==> src/i2cmts_pkg.sv <==
`timescale 1ns / 1ps
package i2cmts_pkg;

  localparam int BUFFER_DEPTH = 32;
  localparam int BUF_AW = $clog2(BUFFER_DEPTH);

  localparam logic [7:0] RETRY_BUDGET_RESET = 8'd20;

  localparam logic [1:0] KIND_HEADER = 2'd0;
  localparam logic [1:0] KIND_WRITE  = 2'd1;
  localparam logic [1:0] KIND_EVENT  = 2'd2;

  localparam logic [2:0] PH_IDLE      = 3'd0;
  localparam logic [2:0] PH_START     = 3'd1;
  localparam logic [2:0] PH_REP_START = 3'd2;
  localparam logic [2:0] PH_SLAW      = 3'd3;
  localparam logic [2:0] PH_SLAR      = 3'd4;
  localparam logic [2:0] PH_DATA      = 3'd5;
  localparam logic [2:0] PH_REP_DATA  = 3'd6;
  localparam logic [2:0] PH_ERROR     = 3'd7;

  localparam logic [2:0] ACT_NONE    = 3'd0;
  localparam logic [2:0] ACT_START   = 3'd1;
  localparam logic [2:0] ACT_ADDR    = 3'd2;
  localparam logic [2:0] ACT_SEND    = 3'd3;
  localparam logic [2:0] ACT_RX_ACK  = 3'd4;
  localparam logic [2:0] ACT_RX_NACK = 3'd5;
  localparam logic [2:0] ACT_STOP    = 3'd6;

  localparam logic [7:0] STATUS_MASK  = 8'b1111_1000;
  localparam logic [7:0] ST_START     = 8'h08;
  localparam logic [7:0] ST_REP_START = 8'h10;
  localparam logic [7:0] ST_SLAW_ACK  = 8'h18;
  localparam logic [7:0] ST_SLAW_NACK = 8'h20;
  localparam logic [7:0] ST_TX_ACK    = 8'h28;
  localparam logic [7:0] ST_TX_NACK   = 8'h30;
  localparam logic [7:0] ST_ARB_LOST  = 8'h38;
  localparam logic [7:0] ST_SLAR_ACK  = 8'h40;
  localparam logic [7:0] ST_SLAR_NACK = 8'h48;
  localparam logic [7:0] ST_RX_ACK    = 8'h50;
  localparam logic [7:0] ST_RX_NACK   = 8'h58;

  typedef struct packed {
    logic [1:0] kind;
    logic [7:0] address_byte;
    logic       is_read;
    logic [5:0] length;
    logic [4:0] byte_index;
    logic [7:0] write_byte;
    logic [7:0] status_code;
    logic [7:0] received_byte;
  } in_item_t;

  typedef struct packed {
    logic [2:0] action;
    logic [7:0] bus_byte;
    logic       read_valid;
    logic [7:0] read_data;
    logic [4:0] read_position;
    logic       finished;
    logic       expired;
  } out_item_t;

endpackage

==> src/i2c_master_transaction_sequencer.sv <==
`timescale 1ns / 1ps
// I2C master transaction sequencer. Each accepted item (header load, write
// byte load or bus status event) yields exactly one result, registered in
// the output entry, or in the skid entry while the output is stalled. One
// item is taken in every cycle while in_stall is low: the state update and
// the result are one registered step through the sequencer core, and a
// two-entry output buffer lets input transfers continue while a result
// waits; in_stall rises only when both entries are held by a stalled output.
module i2c_master_transaction_sequencer (
  input  logic                  clk,
  input  logic                  rst_n,
  input  logic                  cfg_wr_en,
  input  logic [7:0]            cfg_wr_data,
  input  logic                  in_valid,
  output logic                  in_stall,
  input  i2cmts_pkg::in_item_t  in_data,
  output logic                  out_valid,
  input  logic                  out_stall,
  output i2cmts_pkg::out_item_t out_data
);

  i2cmts_pkg::out_item_t res;
  i2cmts_pkg::out_item_t out_data_r, skid_data_r;
  logic out_valid_r, skid_valid_r;
  logic in_fire, out_free;

  assign in_stall  = skid_valid_r;
  assign in_fire   = in_valid && !skid_valid_r;
  assign out_free  = !out_valid_r || !out_stall;
  assign out_valid = out_valid_r;
  assign out_data  = out_data_r;

  i2cmts_core u_core (
    .clk        (clk),
    .rst_n      (rst_n),
    .cfg_wr_en  (cfg_wr_en),
    .cfg_wr_data(cfg_wr_data),
    .item_fire  (in_fire),
    .item       (in_data),
    .res        (res)
  );

  always_ff @(posedge clk) begin
    if (!rst_n) begin
      out_valid_r  <= 1'b0;
      skid_valid_r <= 1'b0;
    end else if (out_free) begin
      if (skid_valid_r) begin
        out_valid_r  <= 1'b1;
        skid_valid_r <= 1'b0;
      end else begin
        out_valid_r  <= in_fire;
      end
    end else if (in_fire) begin
      skid_valid_r <= 1'b1;
    end
  end

  always_ff @(posedge clk) begin
    if (out_free) begin
      if (skid_valid_r) begin
        out_data_r <= skid_data_r;
      end else if (in_fire) begin
        out_data_r <= res;
      end
    end else if (in_fire) begin
      skid_data_r <= res;
    end
  end

endmodule

==> src/i2cmts_core.sv <==
`timescale 1ns / 1ps
module i2cmts_core (
  input  logic                 clk,
  input  logic                 rst_n,
  input  logic                 cfg_wr_en,
  input  logic [7:0]           cfg_wr_data,
  input  logic                 item_fire,
  input  i2cmts_pkg::in_item_t item,
  output i2cmts_pkg::out_item_t res
);

  logic [7:0] budget_r;
  logic [2:0] phase_r, phase_nxt;
  logic       active_r, active_nxt;
  logic [7:0] target_r, target_nxt;
  logic       rmode_r, rmode_nxt;
  logic [5:0] total_r, total_nxt;
  logic [5:0] pos_r, pos_nxt;
  logic [7:0] ttl_r, ttl_nxt;
  logic [7:0] tx_buf_r [i2cmts_pkg::BUFFER_DEPTH];

  logic [7:0] s;
  logic [5:0] pos_inc;
  logic [6:0] pos_inc_w;
  logic [5:0] rd_idx;
  logic [7:0] rd_byte;

  assign s         = item.status_code & i2cmts_pkg::STATUS_MASK;
  assign pos_inc   = pos_r + 6'd1;
  assign pos_inc_w = {1'b0, pos_r} + 7'd1;

  always_comb begin
    if (phase_r == i2cmts_pkg::PH_SLAW) begin
      rd_idx = '0;
    end else if (s == i2cmts_pkg::ST_TX_NACK) begin
      rd_idx = (pos_r != '0) ? pos_r - 6'd1 : '0;
    end else begin
      rd_idx = pos_r;
    end
  end

  assign rd_byte = (32'(rd_idx) < i2cmts_pkg::BUFFER_DEPTH) ?
                   tx_buf_r[rd_idx[i2cmts_pkg::BUF_AW-1:0]] : 8'd0;

  always_comb begin
    phase_nxt  = phase_r;
    active_nxt = active_r;
    target_nxt = target_r;
    rmode_nxt  = rmode_r;
    total_nxt  = total_r;
    pos_nxt    = pos_r;
    ttl_nxt    = ttl_r;
    res        = '0;

    if (item.kind == i2cmts_pkg::KIND_HEADER) begin
      target_nxt = item.address_byte;
      rmode_nxt  = item.is_read;
      total_nxt  = (32'(item.length) > i2cmts_pkg::BUFFER_DEPTH) ?
                   6'(i2cmts_pkg::BUFFER_DEPTH) : item.length;
      pos_nxt    = '0;
      ttl_nxt    = budget_r;
      phase_nxt  = i2cmts_pkg::PH_IDLE;
      active_nxt = 1'b1;
    end else if (item.kind == i2cmts_pkg::KIND_EVENT && active_r) begin
      if (ttl_r == '0) begin
        res.action   = i2cmts_pkg::ACT_STOP;
        res.finished = 1'b1;
        res.expired  = 1'b1;
        active_nxt   = 1'b0;
        phase_nxt    = i2cmts_pkg::PH_IDLE;
      end else begin
        unique case (phase_r) inside
          i2cmts_pkg::PH_IDLE: begin
            phase_nxt  = i2cmts_pkg::PH_START;
            res.action = i2cmts_pkg::ACT_START;
          end
          i2cmts_pkg::PH_START, i2cmts_pkg::PH_REP_START: begin
            if (s == i2cmts_pkg::ST_START || s == i2cmts_pkg::ST_REP_START) begin
              res.action = i2cmts_pkg::ACT_ADDR;
              if (rmode_r) begin
                phase_nxt    = i2cmts_pkg::PH_SLAR;
                res.bus_byte = target_r | 8'h01;
              end else begin
                phase_nxt    = i2cmts_pkg::PH_SLAW;
                res.bus_byte = target_r & 8'hFE;
              end
            end else begin
              phase_nxt = i2cmts_pkg::PH_ERROR;
            end
            if (phase_r == i2cmts_pkg::PH_REP_START) begin
              ttl_nxt = ttl_r - 8'd1;
            end
          end
          i2cmts_pkg::PH_SLAW: begin
            case (s)
              i2cmts_pkg::ST_SLAW_ACK: begin
                if (total_r != '0) begin
                  phase_nxt    = i2cmts_pkg::PH_DATA;
                  ttl_nxt      = budget_r;
                  res.action   = i2cmts_pkg::ACT_SEND;
                  res.bus_byte = rd_byte;
                  pos_nxt      = pos_inc;
                end else begin
                  res.action   = i2cmts_pkg::ACT_STOP;
                  res.finished = 1'b1;
                  active_nxt   = 1'b0;
                  phase_nxt    = i2cmts_pkg::PH_IDLE;
                end
              end
              i2cmts_pkg::ST_SLAW_NACK: begin
                phase_nxt  = i2cmts_pkg::PH_REP_START;
                res.action = i2cmts_pkg::ACT_START;
              end
              default: phase_nxt = i2cmts_pkg::PH_ERROR;
            endcase
          end
          i2cmts_pkg::PH_SLAR: begin
            case (s)
              i2cmts_pkg::ST_SLAR_ACK: begin
                if (total_r != '0) begin
                  phase_nxt  = i2cmts_pkg::PH_DATA;
                  ttl_nxt    = budget_r;
                  res.action = (total_r > 6'd1) ? i2cmts_pkg::ACT_RX_ACK :
                                                  i2cmts_pkg::ACT_RX_NACK;
                end else begin
                  res.action   = i2cmts_pkg::ACT_STOP;
                  res.finished = 1'b1;
                  active_nxt   = 1'b0;
                  phase_nxt    = i2cmts_pkg::PH_IDLE;
                end
              end
              i2cmts_pkg::ST_SLAR_NACK: begin
                phase_nxt  = i2cmts_pkg::PH_REP_START;
                res.action = i2cmts_pkg::ACT_START;
              end
              default: phase_nxt = i2cmts_pkg::PH_ERROR;
            endcase
          end
          i2cmts_pkg::PH_DATA, i2cmts_pkg::PH_REP_DATA: begin
            case (s)
              i2cmts_pkg::ST_TX_ACK: begin
                if (pos_r >= total_r) begin
                  res.action   = i2cmts_pkg::ACT_STOP;
                  res.finished = 1'b1;
                  active_nxt   = 1'b0;
                  phase_nxt    = i2cmts_pkg::PH_IDLE;
                end else begin
                  res.action   = i2cmts_pkg::ACT_SEND;
                  res.bus_byte = rd_byte;
                  pos_nxt      = pos_inc;
                end
              end
              i2cmts_pkg::ST_TX_NACK: begin
                phase_nxt    = i2cmts_pkg::PH_REP_DATA;
                res.action   = i2cmts_pkg::ACT_SEND;
                res.bus_byte = rd_byte;
              end
              i2cmts_pkg::ST_RX_ACK: begin
                res.read_valid    = 1'b1;
                res.read_data     = item.received_byte;
                res.read_position = pos_r[4:0];
                res.action        = (pos_inc_w >= {1'b0, total_r}) ?
                                    i2cmts_pkg::ACT_RX_NACK : i2cmts_pkg::ACT_RX_ACK;
                pos_nxt           = pos_inc;
              end
              i2cmts_pkg::ST_RX_NACK: begin
                res.read_valid    = 1'b1;
                res.read_data     = item.received_byte;
                res.read_position = pos_r[4:0];
                pos_nxt           = pos_inc;
                res.action        = i2cmts_pkg::ACT_STOP;
                res.finished      = 1'b1;
                active_nxt        = 1'b0;
                phase_nxt         = i2cmts_pkg::PH_IDLE;
              end
              default: phase_nxt = i2cmts_pkg::PH_ERROR;
            endcase
            if (phase_r == i2cmts_pkg::PH_REP_DATA && active_nxt) begin
              ttl_nxt = ttl_r - 8'd1;
            end
          end
          default: ttl_nxt = '0;
        endcase
      end
    end
  end

  always_ff @(posedge clk) begin
    if (!rst_n) begin
      budget_r <= i2cmts_pkg::RETRY_BUDGET_RESET;
      phase_r  <= i2cmts_pkg::PH_IDLE;
      active_r <= 1'b0;
      target_r <= '0;
      rmode_r  <= 1'b0;
      total_r  <= '0;
      pos_r    <= '0;
      ttl_r    <= i2cmts_pkg::RETRY_BUDGET_RESET;
    end else begin
      if (cfg_wr_en) begin
        budget_r <= cfg_wr_data;
      end
      if (item_fire) begin
        phase_r  <= phase_nxt;
        active_r <= active_nxt;
        target_r <= target_nxt;
        rmode_r  <= rmode_nxt;
        total_r  <= total_nxt;
        pos_r    <= pos_nxt;
        ttl_r    <= ttl_nxt;
      end
    end
  end

  always_ff @(posedge clk) begin
    if (item_fire && item.kind == i2cmts_pkg::KIND_WRITE &&
        32'(item.byte_index) < i2cmts_pkg::BUFFER_DEPTH) begin
      tx_buf_r[item.byte_index[i2cmts_pkg::BUF_AW-1:0]] <= item.write_byte;
    end
  end

endmodule
==> config.mk <==
export PLATFORM = sky130hd
export DESIGN_NAME = i2c_master_transaction_sequencer
export DESIGN_NICKNAME = d
export VERILOG_FILES = /design/src/i2cmts_pkg.sv /design/src/i2c_master_transaction_sequencer.sv /design/src/i2cmts_core.sv
export SDC_FILE = /design/constraint.sdc
export NUM_CORES = 1
export LEC_CHECK = 0
export BUFFER_PORTS_ARGS = -buffer_cell sky130_fd_sc_hd__buf_2
export CAP_MARGIN = 20
export CORE_MARGIN = 4
export CORE_UTILIZATION = 40
export CTS_BUF_LIST = sky130_fd_sc_hd__clkbuf_4
export DETAILED_ROUTE_END_ITERATION = 8
export PLACE_DENSITY_LB_ADDON = 0.2
export SKIP_LAST_GASP = 1
export SYNTH_ARGS = -nofsm -noshare
export SYNTH_HDL_FRONTEND = slang
export SYNTH_SLANG_ARGS = --single-unit
==> constraint.sdc <==
create_clock -name clk -period 4.8 [get_ports clk]
set_input_delay 0.24 -clock clk [delete_from_list [all_inputs] [get_ports clk]]
set_output_delay 0.24 -clock clk [all_outputs]
set_load 0.1 [all_outputs]
==> flow_summary.ini <==
[sta]
hold_violations = 0
setup_viol = 0
worst_slew_pin_slew_ps = 951
skew_ps = 29.6
layout_setup_ws_ps = 636
fmax_mhz = 240
fin_crit_sh_pct = 86.8
relSlewSlack_pct = 36.4
period_needed_ps = 4160
finalSetupTns_ps = 0
rsz0062_at_grt = false
drv_slew = 0

[detailed_routing]
wl_per_cell_um = 21.5
drc = 0
antenna_left = 0
viasPerCell = 5.74
vias = 12277
wl_um = 45900
drt_iter0_markers = 1284
dr.pass1.iters = 5

[finish]
multi_input_area_mm2 = 0.00588
fillerInstances = 3690
stdcell_count = 2137
drive_above_1_share_pct = 21.8
utilization_pct = 47.3
fin_area_mm2 = 0.0193
regArea_mm2 = 0.0102
syn2layout_area_growth_pct = 16.9
nNetsFinal = 1622

[setup_path]
r2r_cells = 11
worstPathArrival_ps = 4670
cpPeakStageDelay_ps = 670
cp-start-kind = register
path_buf_inv = 4
crit_chain = inv_1, buf_4, a21oi_1, o21ai_4, buf_4, a221oi_1, a211oi_1, a2111oi_1, buf_4, nand2_1, a211o_1
cp_common_cell = buf_4
worst-r2r-setup-slack_ps = 640
r2r_start = u_core.pos_r[0]$_SDFFE_PN0P_
endpoint_kind = register
critical_path_class = reg2reg
cp.required_ps = 5310
crit_family = compound AO/OA/AOI/OAI gates
critPathMaxFanout = 27
cpMaxStageDelayCell = a2111oi_1
r2r-end = skid_data_r[17]$_DFFE_PP_

[cts]
cts_tree = yes
clkTransAtPathRegs_ps = 60
clock_path_buffers = 3
cts-htree-levels = 3
cts_made_buffers = 91
cts_root_buf = clkbuf_4
cts_resized = 0
worstSkewPairLatency_ps = 760
clock-sinks = 352

[logic_synthesis]
synth_edf_count = 310
synth_common_cells = edfxtp_1, nand2_1, nor2_1
ys_ff_latch = 352
synth.distinct_cells = 89
yosysTopAreaCell = edfxtp_1
synth.most_common_cell = edfxtp_1
async_reset_ff_share_pct = 0
synth_area_per_cell_um2 = 12.1
synthTopCellsByArea = edfxtp_1, dfxtp_1, nand2_1
yosys_warnings = 0
netlist_area_mm2 = 0.0165
synth_top_area_share_pct = 56.3
syn_nets = 1440
synthesis.instances = 1364
ys_seq_area_share_pct = 61.4
synthFlopType = edfxtp_1

[floorplanning]
initial_core_util_pct = 40.5
core_mm2 = 0.0408
die_h_um = 211
num_rows = 74
ios = 88
die-area_mm2 = 0.0446
dieWidth_um = 211

[hold_path]
whs_endpoint = u_core.tx_buf_r[2][5]$_DFFE_PP_
hp-start = in_data[21]
holdPathStages = 1
hold_class = in2reg

[grt]
grt_pass1_vias = 12135
grt_max_degree = 41
grt_pass1_wl_um = 71300
grt_usage_pct = 20.4
grt_overflow = 0
antenna_found_initial = 1

[placed_design]
hpwl_um = 30400
place_ws_ps = 734
dpl_cell_area_mm2 = 0.0176
port_buffers = 83
gp_congestion = 0.872
place_inst = 1929

[outcome]
status = finished, final reports clean

[power_and_ir_drop]
p_leak_nw = 6.55
power_density_mw_per_mm2 = 332
irDropWorstVdd_v = 0.000170

[flow_run]
maxCapViolations = 0
## cell type report
type / instances / area share (%)
Inverter: 24 / 0.466
Clock inverter: 8 / 0.486
Timing Repair Buffer: 182 / 7.06
Clock buffer: 143 / 5.56
Multi-Input combinational cell: 895 / 30.4
Antenna cell: 1 / 0.0130
Sequential cell: 352 / 52.5
Tap cell: 532 / 3.45
## what timing repair did
item                      in CTS  in global routing
hold endpoints to repair     194                  0
hold buffers                  56                  0
setup buffers                  0                  0
## worst register-to-register path, delay by kind of cell (launching register included)
kind | cells | cell delay, ps
compound gates | 6 | 2370
flops | 1 | 540
buf+inv | 4 | 950
simple gates | 1 | 60
## registers in the layout, summed over array words and instances, names as in the netlist, 3 cells and up
| register | flops |
|---|---|
| out_data | 27 |
| skid_data_r | 27 |
| u_core.budget_r | 8 |
| u_core.phase_r | 3 |
| u_core.pos_r | 6 |
| u_core.target_r | 7 |
| u_core.total_r | 6 |
| u_core.ttl_r | 8 |
| u_core.tx_buf_r | 256 |
## power breakdown
part | total (mW) | internal, mW | switching (mW)
Combinational | 0.380 | 0.110 | 0.270
Sequential | 3.39 | 3.37 | 0.0223
Clock | 2.64 | 1.44 | 1.20
## how the worst max path moves through the flow
stage                                 startpoint                   endpoint  depth (start not counted)
CTS                 u_core.pos_r[0]$_SDFFE_PN0P_  skid_data_r[17]$_DFFE_PP_                         11
finish              u_core.pos_r[0]$_SDFFE_PN0P_  skid_data_r[17]$_DFFE_PP_                         11
global placement    u_core.pos_r[0]$_SDFFE_PN0P_  skid_data_r[17]$_DFFE_PP_                         11
detailed placement  u_core.pos_r[0]$_SDFFE_PN0P_  skid_data_r[17]$_DFFE_PP_                         11
floorplan                  in_stall$_SDFFE_PP0P_      out_data[0]$_DFFE_PP_                          4
global route        u_core.pos_r[0]$_SDFFE_PN0P_  skid_data_r[17]$_DFFE_PP_                         11
## per-stage QoR
stage                     hold slack, ps  power [mW]
after floorplan                      339        3.67
after global placement               441        3.79
after detailed placement             445        3.80
after CTS                           6.44        6.48
after global routing                21.8        6.69
final                               58.2        6.41
## routing by layer
metal	track usage, %	vias up	part of all wire, %
met3	4.34	89	7.3
met1	28.7	5961	45
met4	8.17	0	3.3
met2	31.0	486	45
met5	0	-	0
li1	-	5741	-
## cell usage in the layout (no fill, tap or decap), types with 7 or more instances in the layout
master and instances:
a311oi_1 24, nor2_1 128, nand3b_1 10, a21oi_1 71, a211o_1 10, a221oi_1 33, dlygate4sd3_1 56, a211oi_1 29
nor4_1 17, and2_1 21, o21a_1 10, o221ai_1 13, inv_1 23, or3_1 12, nor3_1 29, buf_2 83
o31ai_1 7, mux2_2 24, nand2b_1 14, clkbuf_4 143, nand2_1 135, edfxtp_1 310, o21ai_0 23, nand4_1 8
o211ai_1 14, ha_1 17, dfxtp_1 41, mux2i_1 27, a31oi_1 9, nand3_1 24, a22oi_1 22, buf_4 39
o22ai_1 24
## kinds of logic after synthesis
logic type	count (synthesis)	synth area share, %
adders and majority gates	18	1.35
AOI/OAI and AO/OA	374	17.2
DFF	352	61.4
muxes	52	3.34
buffers and inverters	117	3.23
xor gates and xnor gates	10	0.530
and+or+nand+nor	441	12.9
Power figures use the tool's default switching activity.
